**src/hw/rtl/fir_lp_pkg.sv**
```systemverilog
// Shared sizes, command codes and queue entry type for the FIR low-pass filter.
`default_nettype none

package fir_lp_pkg;

  // Filter sizing
  localparam int MAX_TAPS    = 64;
  localparam int SAMPLE_BITS = 16;
  localparam int COEF_BITS   = 18;
  localparam int FRAC_BITS   = 16;

  // Fixed field widths
  localparam int CMD_BITS      = 2;
  localparam int CIDX_BITS     = 6;
  localparam int TAP_REG_BITS  = 7;
  localparam int CFG_ADDR_BITS = 3;
  localparam int CFG_DATA_BITS = 32;

  // Derived widths
  localparam int AW        = (MAX_TAPS > 1) ? $clog2(MAX_TAPS) : 1;
  localparam int TAPW      = $clog2(MAX_TAPS + 1);
  localparam int PROD_BITS = COEF_BITS + SAMPLE_BITS;
  localparam int ACC_FULL  = PROD_BITS + $clog2(MAX_TAPS + 1);
  localparam int ACC_BITS  = (ACC_FULL > 64) ? 64 : ACC_FULL;

  // Stream packing, each padded to whole bytes
  localparam int IN_FIELD_BITS = CIDX_BITS + COEF_BITS + SAMPLE_BITS;
  localparam int IN_DATA_BITS  = ((IN_FIELD_BITS + 7) / 8) * 8;
  localparam int OUT_DATA_BITS = ((SAMPLE_BITS + 7) / 8) * 8;

  // Command codes
  localparam logic [CMD_BITS-1:0] CMD_LOAD   = 2'd0;
  localparam logic [CMD_BITS-1:0] CMD_FILTER = 2'd1;
  localparam logic [CMD_BITS-1:0] CMD_CLEAR  = 2'd2;

  // Register map (word index taken from paddr[2])
  localparam logic REG_TAP_COUNT = 1'b0;
  localparam logic [TAP_REG_BITS-1:0] TAP_RESET = 7'd64;

  // Queue between front and back
  localparam int QDEPTH = 4;
  localparam int QAW    = $clog2(QDEPTH);

  typedef enum logic [1:0] {
    OP_LOAD,
    OP_FILTER,
    OP_CLEAR
  } op_kind_e;

  typedef struct packed {
    op_kind_e                       kind;
    logic [AW-1:0]                  addr;
    logic signed [COEF_BITS-1:0]    coef;
    logic signed [SAMPLE_BITS-1:0]  sample;
  } op_t;

  // Queue status seen by the front
  typedef struct packed {
    logic full;
    logic empty;
  } q_stat_t;

endpackage

`default_nettype wire

```
**src/hw/rtl/fir_lowpass_filter.sv**
```systemverilog
// Top level of the FIR low-pass filter: stream ports, APB register and the front/back split.
`default_nettype none

// Direct-form FIR filter with up to MAX_TAPS (64) loadable coefficients. Load (tuser 0)
// writes one coefficient, filter (tuser 1) shifts a sample into the delay line and returns
// one result, clear (tuser 2) zeroes the history; code 3 and loads beyond the store are
// dropped. Once a registered out-of-reset flag is set, the front end takes one transfer per
// cycle into a four-entry queue as long as the queue has room. The back end runs one
// operation at a time; for a filter sample the single shared multiply-accumulate unit
// walks min(tap_count, 64) taps, none when tap_count is zero, one per cycle through the
// coefficient and history memories.
// The finished sample waits in an output register while the next
// operation is already under way. No clearing pass after reset: per-entry valid bits
// make both stores read as zero until written. tap_count lies at byte address 0, resets to
// 64 and is to be written only while the filter is idle.
module fir_lowpass_filter import fir_lp_pkg::*; (
  input  wire logic                     clk_i,
  input  wire logic                     rst_ni,
  // Input stream
  input  wire logic                     s_axis_tvalid,
  output logic                          s_axis_tready,
  input  wire logic [IN_DATA_BITS-1:0]  s_axis_tdata,  // coef_index, coef_value, sample_in
  input  wire logic [CMD_BITS-1:0]      s_axis_tuser,  // command
  // Result stream
  output logic                          m_axis_tvalid,
  input  wire logic                     m_axis_tready,
  output logic [OUT_DATA_BITS-1:0]      m_axis_tdata,  // sample_out
  output logic [0:0]                    m_axis_tuser,  // clipped
  // Register port
  input  wire logic                     psel,
  input  wire logic                     penable,
  input  wire logic                     pwrite,
  input  wire logic [CFG_ADDR_BITS-1:0] paddr,
  input  wire logic [CFG_DATA_BITS-1:0] pwdata,
  output logic [CFG_DATA_BITS-1:0]      prdata,
  output logic                          pready
);

  logic [TAP_REG_BITS-1:0] tap_count_q;
  logic                    reg_idx;
  q_stat_t                 q_stat;
  logic                    push;
  op_t                     op_in;
  op_t                     op_head;
  logic                    pop;
  logic                    clip;

  // Register port
  assign pready  = 1'b1;
  assign reg_idx = paddr[2];
  assign prdata  = (reg_idx == REG_TAP_COUNT) ? CFG_DATA_BITS'(tap_count_q) : '0;

  always_ff @(posedge clk_i or negedge rst_ni) begin
    if (!rst_ni) begin
      tap_count_q <= TAP_RESET;
    end else if (psel && penable && pwrite && pready && reg_idx == REG_TAP_COUNT) begin
      tap_count_q <= pwdata[TAP_REG_BITS-1:0];
    end
  end

  fir_lp_front u_front (
    .clk_i      (clk_i),
    .rst_ni     (rst_ni),
    .s_tvalid_i (s_axis_tvalid),
    .s_tready_o (s_axis_tready),
    .s_tdata_i  (s_axis_tdata),
    .s_tuser_i  (s_axis_tuser),
    .q_stat_i   (q_stat),
    .push_o     (push),
    .op_o       (op_in)
  );

  fir_lp_fifo u_fifo (
    .clk_i  (clk_i),
    .rst_ni (rst_ni),
    .push_i (push),
    .op_i   (op_in),
    .pop_i  (pop),
    .op_o   (op_head),
    .stat_o (q_stat)
  );

  fir_lp_back u_back (
    .clk_i       (clk_i),
    .rst_ni      (rst_ni),
    .tap_count_i (tap_count_q),
    .op_valid_i  (~q_stat.empty),
    .op_i        (op_head),
    .op_pop_o    (pop),
    .m_tvalid_o  (m_axis_tvalid),
    .m_tready_i  (m_axis_tready),
    .m_tdata_o   (m_axis_tdata),
    .m_tclip_o   (clip)
  );

  assign m_axis_tuser = clip;

endmodule

`default_nettype wire

```
**src/hw/rtl/fir_lp_front.sv**
```systemverilog
// Front end: takes stream transfers, decodes the command and queues valid operations.
`default_nettype none

module fir_lp_front import fir_lp_pkg::*; (
  input  wire logic                    clk_i,
  input  wire logic                    rst_ni,
  input  wire logic                    s_tvalid_i,
  output logic                         s_tready_o,
  input  wire logic [IN_DATA_BITS-1:0] s_tdata_i,
  input  wire logic [CMD_BITS-1:0]     s_tuser_i,
  input  wire q_stat_t                 q_stat_i,
  output logic                         push_o,
  output op_t                          op_o
);

  logic                 xfer;
  logic                 keep;
  logic [CIDX_BITS-1:0] idx;
  logic                 seen_q;

  // No transfer is taken before the first edge out of reset
  assign s_tready_o = seen_q & ~q_stat_i.full;
  assign xfer       = s_tvalid_i & s_tready_o;
  assign idx        = s_tdata_i[CIDX_BITS-1:0];

  // Field unpacking and command decode; unused code and out-of-range loads are dropped here
  always_comb begin
    op_o.addr   = AW'(idx);
    op_o.coef   = s_tdata_i[CIDX_BITS +: COEF_BITS];
    op_o.sample = s_tdata_i[CIDX_BITS+COEF_BITS +: SAMPLE_BITS];
    keep        = 1'b0;
    op_o.kind   = OP_FILTER;
    unique case (s_tuser_i)
      CMD_LOAD: begin
        op_o.kind = OP_LOAD;
        keep      = (int'(idx) < MAX_TAPS);
      end
      CMD_FILTER: begin
        op_o.kind = OP_FILTER;
        keep      = 1'b1;
      end
      CMD_CLEAR: begin
        op_o.kind = OP_CLEAR;
        keep      = 1'b1;
      end
      default: begin
        keep = 1'b0;
      end
    endcase
  end

  assign push_o = xfer & keep;

  // Out of reset once the first clock edge has passed
  always_ff @(posedge clk_i or negedge rst_ni) begin
    if (!rst_ni) begin
      seen_q <= 1'b0;
    end else begin
      seen_q <= 1'b1;
    end
  end

endmodule

`default_nettype wire

```
**src/hw/rtl/fir_lp_fifo.sv**
```systemverilog
// Short operation queue between the front end and the MAC engine.
`default_nettype none

module fir_lp_fifo import fir_lp_pkg::*; (
  input  wire logic clk_i,
  input  wire logic rst_ni,
  input  wire logic push_i,
  input  wire op_t  op_i,
  input  wire logic pop_i,
  output op_t       op_o,
  output q_stat_t   stat_o
);

  op_t            mem_q [QDEPTH];
  logic [QAW-1:0] wr_q;
  logic [QAW-1:0] rd_q;
  logic [QAW:0]   cnt_q;
  logic           do_push;
  logic           do_pop;

  assign stat_o.full  = (cnt_q == (QAW+1)'(QDEPTH));
  assign stat_o.empty = (cnt_q == '0);
  assign do_push      = push_i & ~stat_o.full;
  assign do_pop       = pop_i & ~stat_o.empty;
  assign op_o         = mem_q[rd_q];

  // Entry storage
  always_ff @(posedge clk_i) begin
    if (do_push) begin
      mem_q[wr_q] <= op_i;
    end
  end

  // Pointers and fill count
  always_ff @(posedge clk_i or negedge rst_ni) begin
    if (!rst_ni) begin
      wr_q  <= '0;
      rd_q  <= '0;
      cnt_q <= '0;
    end else begin
      if (do_push) begin
        wr_q <= wr_q + 1'b1;
      end
      if (do_pop) begin
        rd_q <= rd_q + 1'b1;
      end
      if (do_push && !do_pop) begin
        cnt_q <= cnt_q + 1'b1;
      end else if (do_pop && !do_push) begin
        cnt_q <= cnt_q - 1'b1;
      end
    end
  end

endmodule

`default_nettype wire

```
**src/hw/rtl/fir_lp_back.sv**
```systemverilog
// Back end: coefficient and history stores, shared MAC sequencer, rounding and result register.
`default_nettype none

module fir_lp_back import fir_lp_pkg::*; (
  input  wire logic                     clk_i,
  input  wire logic                     rst_ni,
  input  wire logic [TAP_REG_BITS-1:0]  tap_count_i,
  input  wire logic                     op_valid_i,
  input  wire op_t                      op_i,
  output logic                          op_pop_o,
  output logic                          m_tvalid_o,
  input  wire logic                     m_tready_i,
  output logic [OUT_DATA_BITS-1:0]      m_tdata_o,
  output logic                          m_tclip_o
);

  typedef enum logic [1:0] {
    ST_IDLE,
    ST_MAC,
    ST_DRAIN,
    ST_DONE
  } state_e;

  localparam logic signed [ACC_BITS-1:0] RND  = ACC_BITS'(64'sd1 <<< (FRAC_BITS - 1));
  localparam logic signed [ACC_BITS-1:0] SMAX = ACC_BITS'((64'sd1 <<< (SAMPLE_BITS - 1)) - 1);
  localparam logic signed [ACC_BITS-1:0] SMIN = -SMAX - 1;

  // Stores
  logic signed [COEF_BITS-1:0]   coef_mem [MAX_TAPS];
  logic signed [SAMPLE_BITS-1:0] hist_mem [MAX_TAPS];
  logic [MAX_TAPS-1:0]           coef_vld_q;
  logic [MAX_TAPS-1:0]           hist_vld_q;

  state_e                        state_q;
  logic [AW-1:0]                 wp_q;
  logic [AW-1:0]                 rp_q;
  logic [TAPW-1:0]               k_q;
  logic [TAPW-1:0]               taps;
  logic [AW-1:0]                 wp_nxt;
  logic [AW-1:0]                 rp_nxt;
  logic                          issue;

  // Pipeline registers
  logic                          s1_vld_q;
  logic                          cv_q;
  logic                          hv_q;
  logic signed [COEF_BITS-1:0]   c_rd_q;
  logic signed [SAMPLE_BITS-1:0] h_rd_q;
  logic signed [COEF_BITS-1:0]   mul_c;
  logic signed [SAMPLE_BITS-1:0] mul_s;
  logic                          s2_vld_q;
  logic signed [PROD_BITS-1:0]   prod_q;
  logic signed [ACC_BITS-1:0]    acc_q;

  // Rounding and saturation
  logic signed [ACC_BITS-1:0]    rnd_sum;
  logic signed [ACC_BITS-1:0]    y_full;
  logic [SAMPLE_BITS-1:0]        y_sat;
  logic                          y_clip;

  // Result register
  logic                          out_vld_q;
  logic [SAMPLE_BITS-1:0]        out_data_q;
  logic                          out_clip_q;
  logic                          out_load;

  // Effective tap count, limited to the store depth
  always_comb begin
    if (int'(tap_count_i) > MAX_TAPS) begin
      taps = TAPW'(MAX_TAPS);
    end else begin
      taps = TAPW'(tap_count_i);
    end
  end

  assign wp_nxt   = (wp_q == AW'(MAX_TAPS - 1)) ? '0 : wp_q + 1'b1;
  assign rp_nxt   = (rp_q == '0) ? AW'(MAX_TAPS - 1) : rp_q - 1'b1;
  assign op_pop_o = (state_q == ST_IDLE) & op_valid_i;
  assign issue    = (state_q == ST_MAC);

  assign mul_c = cv_q ? c_rd_q : '0;
  assign mul_s = hv_q ? h_rd_q : '0;

  // Round half up, shift out the fraction, clamp to sample range
  always_comb begin
    rnd_sum = acc_q + RND;
    y_full  = rnd_sum >>> FRAC_BITS;
    y_clip  = 1'b0;
    if (y_full > SMAX) begin
      y_sat  = SMAX[SAMPLE_BITS-1:0];
      y_clip = 1'b1;
    end else if (y_full < SMIN) begin
      y_sat  = SMIN[SAMPLE_BITS-1:0];
      y_clip = 1'b1;
    end else begin
      y_sat  = y_full[SAMPLE_BITS-1:0];
    end
  end

  assign out_load = (state_q == ST_DONE) & (~out_vld_q | m_tready_i);

  // Store writes and registered reads
  always_ff @(posedge clk_i) begin
    if (op_pop_o && op_i.kind == OP_LOAD) begin
      coef_mem[op_i.addr] <= op_i.coef;
    end
    if (op_pop_o && op_i.kind == OP_FILTER) begin
      hist_mem[wp_nxt] <= op_i.sample;
    end
    if (issue) begin
      c_rd_q <= coef_mem[k_q[AW-1:0]];
      h_rd_q <= hist_mem[rp_q];
    end
    if (s1_vld_q) begin
      prod_q <= mul_c * mul_s;
    end
    if (out_load) begin
      out_data_q <= y_sat;
      out_clip_q <= y_clip;
    end
  end

  // Sequencer, valid bits, accumulator and result handshake
  always_ff @(posedge clk_i or negedge rst_ni) begin
    if (!rst_ni) begin
      state_q    <= ST_IDLE;
      wp_q       <= '0;
      rp_q       <= '0;
      k_q        <= '0;
      coef_vld_q <= '0;
      hist_vld_q <= '0;
      s1_vld_q   <= 1'b0;
      cv_q       <= 1'b0;
      hv_q       <= 1'b0;
      s2_vld_q   <= 1'b0;
      acc_q      <= '0;
      out_vld_q  <= 1'b0;
    end else begin
      s1_vld_q <= issue;
      s2_vld_q <= s1_vld_q;
      if (issue) begin
        cv_q <= coef_vld_q[k_q[AW-1:0]];
        hv_q <= hist_vld_q[rp_q];
      end
      if (s2_vld_q) begin
        acc_q <= acc_q + ACC_BITS'(prod_q);
      end
      if (out_load) begin
        out_vld_q <= 1'b1;
      end else if (m_tready_i) begin
        out_vld_q <= 1'b0;
      end

      unique case (state_q)
        ST_IDLE: begin
          if (op_pop_o) begin
            unique case (op_i.kind)
              OP_LOAD: begin
                coef_vld_q[op_i.addr] <= 1'b1;
              end
              OP_CLEAR: begin
                hist_vld_q <= '0;
              end
              OP_FILTER: begin
                hist_vld_q[wp_nxt] <= 1'b1;
                wp_q               <= wp_nxt;
                rp_q               <= wp_nxt;
                k_q                <= '0;
                acc_q              <= '0;
                state_q            <= (taps == '0) ? ST_DRAIN : ST_MAC;
              end
              default: begin
                state_q <= ST_IDLE;
              end
            endcase
          end
        end
        ST_MAC: begin
          k_q  <= k_q + 1'b1;
          rp_q <= rp_nxt;
          if (k_q + 1'b1 == taps) begin
            state_q <= ST_DRAIN;
          end
        end
        ST_DRAIN: begin
          if (!s1_vld_q && !s2_vld_q) begin
            state_q <= ST_DONE;
          end
        end
        ST_DONE: begin
          if (out_load) begin
            state_q <= ST_IDLE;
          end
        end
        default: begin
          state_q <= ST_IDLE;
        end
      endcase
    end
  end

  assign m_tvalid_o = out_vld_q;
  assign m_tdata_o  = OUT_DATA_BITS'(out_data_q);
  assign m_tclip_o  = out_clip_q;

endmodule

`default_nettype wire

```
**config.mk**
```make
export PLATFORM = sky130hd
export DESIGN_NAME = fir_lowpass_filter
export DESIGN_NICKNAME = d
export VERILOG_FILES = /design/src/hw/rtl/fir_lp_pkg.sv /design/src/hw/rtl/fir_lowpass_filter.sv /design/src/hw/rtl/fir_lp_front.sv /design/src/hw/rtl/fir_lp_fifo.sv /design/src/hw/rtl/fir_lp_back.sv
export SDC_FILE = /design/constraint.sdc
export NUM_CORES = 2
export LEC_CHECK = 0
export ABC_AREA = 0
export BUFFER_PORTS_ARGS = -buffer_cell sky130_fd_sc_hd__buf_2
export CELL_PAD_IN_SITES_DETAIL_PLACEMENT = 1
export CELL_PAD_IN_SITES_GLOBAL_PLACEMENT = 1
export CORE_UTILIZATION = 30
export DETAILED_ROUTE_END_ITERATION = 10
export HOLD_SLACK_MARGIN = 0.1
export PLACE_DENSITY = 0.57
export REMOVE_ABC_BUFFERS = 1
export SLEW_MARGIN = 20
export SYNTH_ARGS = -nofsm -noshare
export SYNTH_HDL_FRONTEND = slang
export SYNTH_SLANG_ARGS = --single-unit
```
**constraint.sdc**
```tcl
create_clock -name clk_i -period 6.3 [get_ports clk_i]
set_input_delay 0.63 -clock clk_i [delete_from_list [all_inputs] [get_ports clk_i]]
set_output_delay 0.63 -clock clk_i [all_outputs]
set_load 0.01 [all_outputs]
```
# Word-level counts from Yosys, hierarchy flattened
# Memory sizes are Yosys's and may differ from the RTL's. A register that Yosys moved wholly into a read port is not among the register bits.
# Cells that the tools add are included.
# op_classes
n_addsub	9
n_mul	1
n_lt_le_gt_ge	9
eq_ne	16
mux	46
bitwise_logic	14
reduce_logical	31
# ops
cell	count
two-way mux 41 bit	4
OR 64 bit	2
case mux 64 bit (2 select lines)	1
adder 41 x 17 -> 41 bit (second input constant)	1
adder 41 x 34 -> 41 bit	1
multiplier 18 x 16 -> 34 bit	1
two-way mux 16 bit	2
< comparator 6 x 7 -> 1 bit (second input constant)	4
two-way mux 7 bit	4
> comparator 25 x 16 -> 1 bit (second input constant)	1
< comparator 25 x 16 -> 1 bit (second input constant)	1
two-way mux 6 bit	4
two-way mux 18 bit	1
two-way mux 1 bit	14
case mux 7 bit (2 select lines)	1
binary-select mux 1 bit (select 6 bit)	2
demux 1 bit (select 6 bit)	2
>= comparator 6 x 1 -> 1 bit (second input constant)	2
case mux 6 bit (2 select lines)	1
AND reduction 3 bit	4
logical AND 1 bit	10
two-way mux 2 bit	5
== test 2 bit (second input constant)	4
case mux 2 bit (2 select lines)	2
27 further kinds	52
# word_totals
register_bits	261
mem_bits_rw	2344
in_bits	84
out_inout_bits	52
wordCells	149
memories	3
# memory_table
memory	words	width	rd	rd_ports_with_merged_regs	wr	line_no	rtl
u_back.coef_mem	64	18	1	1	1	fir_lp_back.sv:29	logic signed [COEF_BITS-1:0] coef_mem [MAX_TAPS];
u_back.hist_mem	64	16	1	1	1	fir_lp_back.sv:30	logic signed [SAMPLE_BITS-1:0] hist_mem [MAX_TAPS];
u_fifo.mem_q	4	42	1	0	1	fir_lp_fifo.sv:14	op_t mem_q [QDEPTH];

# Depth between registers and ports, before layout
# depth
ltp_word	10
ltp_mapped	26

# By module
# Synthesis repeated with hierarchy kept, for this count alone.
# hier_totals
cells_unflattened	6166
hier_area_um2	115062.9
# modules_own_cells
module	instances	cells_per_inst	area_per_inst_um2	seq_area_each_um2
fir_lp_back	1	5812	107605.7	72774.8
fir_lp_fifo	1	256	6547.5	5220.0
fir_lowpass_filter	1	51	546.8	176.4
fir_lp_front	1	47	362.8	25.0

# Least setup slack after synthesis
# Ideal clock, no wire load.
# synth_timing
path_type	reg2reg
from	reg u_back.hv_q
to	reg u_back.prod_q[33], data pin
setup_ps	260
arrival_ps	6372
t_required_ps	6040
path_slack_ps	-332
stages_incl_launch_ff	25
path_buffers	3
period_less_slack_ps	6632
cell_sequence	dfrtp_1 > clkbuf_1 > clkbuf_1 > and2_1 > clkbuf_1 > nand2_1 > fa_1 > fa_1 > fa_1 > inv_1 > fa_1 > fa_1 > inv_1 > fa_1 > inv_1 > ha_1 > a21o_1 > a21o_1 > a21o_1 > a211oi_1 > o21ai_0 > o41ai_2 > o21ai_0 > a21oi_1 > xnor2_1
# synth_between
elab_chain_cells	2
# synth_rtl
element	line_no	rtl
from (decl)	fir_lp_back.sv:46	logic hv_q;
from (signal assigned)	fir_lp_back.sv:143	hv_q <= hist_vld_q[rp_q];
two-way mux 16 bit	fir_lp_back.sv:82	assign mul_s = hv_q ? h_rd_q : '0;
multiplier 18 x 16 -> 34 bit	fir_lp_back.sv:115	prod_q <= mul_c * mul_s;
to (signal assigned)	fir_lp_back.sv:115	
to (decl)	fir_lp_back.sv:52	logic signed [PROD_BITS-1:0] prod_q;
# Every way passes these cells.
# A chain may end at the register's enable or synchronous reset.

# Worst setup path in the final report
# layout_timing
from	reg u_back.cv_q
to	reg u_back.prod_q[31], data pin
# layout_between
elab_chain_cells	2
# layout_rtl
element	line_no	rtl
from (decl)	fir_lp_back.sv:45	logic cv_q;
from (signal assigned)	fir_lp_back.sv:142	cv_q <= coef_vld_q[k_q[AW-1:0]];
two-way mux 18 bit	fir_lp_back.sv:81	assign mul_c = cv_q ? c_rd_q : '0;
multiplier 18 x 16 -> 34 bit	fir_lp_back.sv:115	
# Every way passes these cells.

==> flow_summary.toml <==
[status]
status = "finished with violations"
violations = "setup timing"

[critical_path]
cp.required_ps = 6890
cp_max_fo = 9
critPathKind = "register to register"
path_delay_family = "adder cells"
path_buf_inv = 7
arrival_ps = 6960
critPathLaunchType = "register"
worstSetupEndpointType = "register"
path_common_cell = "fa_1"
critPathMaxStageDelay_ps = 580
worst_path_max_delay_cell = "fa_1"

[timing]
tns_ps = -108
hold_viol_final = 0
min_period_ps = 6360
fin_skew_ps = 62.7
tightest_slew_ps = 1110
setup_slack_ps = -64.3
drv_slew = 0
max-slew-margin-rel = 0.259
max_freq_mhz = 157
rsz0062_at_grt = "true"
setup_viol = 2
finalCritPeriodShare = 1.01

[routing]
top_layer = "met4"
drc = 0
routed-wl-met2_mm = 153
wl_per_cell_um = 25.9
wl_met1_mm = 141
ant_nets = 0
wirelength_mm = 316
vias_per_cell = 4.96
vias = 60400
drt_iter0_drc = 4742
wl_met3_mm = 14.4
drt-pass1-iter-count = 6

[finish]
layout-drive-gt1-share = 0.256
nets = 7477
final_util = 0.354
area_growth_pct = 17.1

[floorplan]
io_pins = 136
fp.dieH_um = 621
start_util = 0.302
core_area_mm2 = 0.380
rows = 226
die-area_mm2 = 0.385
die_w_um = 621

[grt]
grt_pass1_wl_mm = 457
antenna_found_initial = 12
grt_usage = 0.162
grt_max_degree = 130
grt.overflow.total = 0
grt_pass1_vias = 64800

[clocking]
clockRootBuffer = "clkbuf_16"
numCtsBuffers = 281
cts_tree = "built"
insertion_delay_ps = 850
clkTransAtPathRegs_ps = 60
clk_path_buf_depth = 4
cts_sinks = 2639
cts_max_level = 5

[placed_design]
dp_hpwl_mm = 194
place.gp.congestion = 0.817
io_buffers = 82

[yosys]
yosysSeqAreaShare = 0.681
yosys_register_bits = 2639
synth_edf_count = 2429
synth_area_mm2 = 0.115
ys_async_sr_fraction = 0.0796
synth.avg_cell_area_um2 = 17.9
synthTopCellsByArea = "edfxtp_1, mux4_2, fa_1, dfrtp_1, mux2i_1"
yosys.area.top_type_share = 0.635
synth-main-ff-cell = "edfxtp_1"
yosysWarnings = 0
synth_area_leader_cell = "edfxtp_1"
netlist_instances = 6423
ys_types = 76

[power]
power-per-cell-area_mw_per_mm2 = 435
cellLeakagePower_uw = 0.0458
ir_worst_vdd_mv = 0.317

[run]
cap_violations = 0

[worst_hold_path]
hp-class = "primary input to register"
## sequential cells by signal, indices dropped and copies added, names as in the netlist, 18 cells and up
signal             cells
u_back.prod_q         34
u_back.hist_mem     1024
u_back.coef_vld_q     64
u_fifo.mem_q         168
u_back.acc_q          41
u_back.c_rd_q         18
u_back.coef_mem     1152
u_back.hist_vld_q     64
## report_power, final
group,switching [µW],internal [µW]
Clock,6810,9540
Combinational,11800,6700
Sequential,941,22700
Total,19500,38900
## cells in the final DEF, fill, tap and decap left out, types with 22 or more instances in the layout
| master | instances |
|---|---|
| edfxtp_1 | 2429 |
| a21oi_1 | 183 |
| conb_1 | 27 |
| nand2_2 | 22 |
| clkbuf_1 | 53 |
| clkinv_1 | 66 |
| buf_2 | 81 |
| dlygate4sd3_1 | 49 |
| dfrtp_1 | 194 |
| o22ai_1 | 43 |
| nor2_1 | 455 |
| mux2i_1 | 234 |
| or2_2 | 70 |
| clkinv_2 | 34 |
| xnor2_1 | 66 |
| nand3_1 | 55 |
| nor3_1 | 23 |
| nor2b_1 | 22 |
| o221ai_1 | 85 |
| fa_1 | 276 |
| nor2_2 | 47 |
| ha_1 | 128 |
| a21o_1 | 38 |
| buf_4 | 349 |
| nor2_4 | 40 |
| nand2_1 | 238 |
| buf_6 | 24 |
| xor2_1 | 43 |
| clkbuf_16 | 294 |
| mux2_2 | 23 |
| o21ai_0 | 99 |
| inv_1 | 329 |
| buf_12 | 37 |
| mux4_2 | 621 |
| bufinv_16 | 23 |
## through the flow
step / setup WS [ps] / power [µW] / std cells / instance area, µm² / hold slack [ps]
after floorplan: -8350 / 34900 / 6126 / 113000 / 334
after global placement: -405 / 41900 / 11600 / 124000 / 445
after detailed placement: -454 / 42400 / 11600 / 124000 / 452
after CTS: -71.8 / 59000 / 12200 / 134000 / 174
after global routing: -262 / 61000 / 12200 / 134000 / 209
final: -64.3 / 58500 / 12200 / 134000 / 240
## final cells by class
class / instances / area (µm²)
Timing Repair Buffer: 550 / 4710
Inverter: 341 / 1280
Clock buffer: 356 / 7660
Multi-Input combinational cell: 3146 / 35000
Fill cell: 38100 / 246000
Clock inverter: 141 / 1300
Sequential cell: 2639 / 78200
Tap cell: 5016 / 6280
Antenna cell: 10 / 25.0
## cells by family (layout without fill, tap and decap cells)
kind of cell / Yosys count / after routing / share of synthesized area
AO/OA/AOI/OAI: 591 / 591 / 0.0332
XOR/XNOR: 109 / 109 / 0.00831
adder cells (fa/ha/maj): 434 / 434 / 0.0664
buffers and inverters: 663 / 1388 / 0.0237
flip-flops: 2639 / 2639 / 0.681
multiplexers: 882 / 882 / 0.145
other: 2 / 37 / 0.0000654
AND/OR/NAND/NOR: 1103 / 1103 / 0.0421
## final timing paths
kind	start	to	slack (ps)	cells after the start
min	s_axis_tuser[1]	u_fifo.mem_q[1][41]	240	2
min reg2reg	u_back.coef_vld_q[58]	u_back.coef_vld_q[58]	460	1
max	u_back.cv_q	u_back.prod_q[31]	-60	25
min in group asynchronous	rst_ni	u_back.coef_vld_q[28]	280	2
max in group asynchronous	rst_ni	u_back.acc_q[24]	4760	3
max reg2reg	u_back.cv_q	u_back.prod_q[31]	-60	25
## repair_timing
item / CTS / global route
hold buffers: 49 / 0
buffers inserted: 14 / 22
gates cloned: 1 / 3
endpoints found under the setup margin: 10 / 14
pin swaps: 29 / 64
resized for setup: 65 / 140
hold endpoints to repair: 217 / 0
## cell usage after synthesis, drive strengths merged (16+ instances only)
cell type and count:
edfxtp 2429, mux4 625, nor2 542, inv 341, fa 292, nand2 267
mux2i 234, dfrtp 209, a21oi 191, clkbuf 182, ha 142, buf 140
o21ai 115, o221ai 85, or2 72, xnor2 66, nand3 58, o22ai 43
xor2 43, and2 39, a21o 38, mux2 23, nor3 23, nor2b 22
nand2b 19, and3 18, o21bai 16
## per-layer routing
metal | vias to the layer above | global-route usage
met1 | 32800 | 0.227
met5 | - | 0
met2 | 1374 | 0.269
met3 | 373 | 0.0206
li1 | 25900 | -
met4 | 0 | 0.0349
Note: power is estimated with default switching activity, not from simulation.
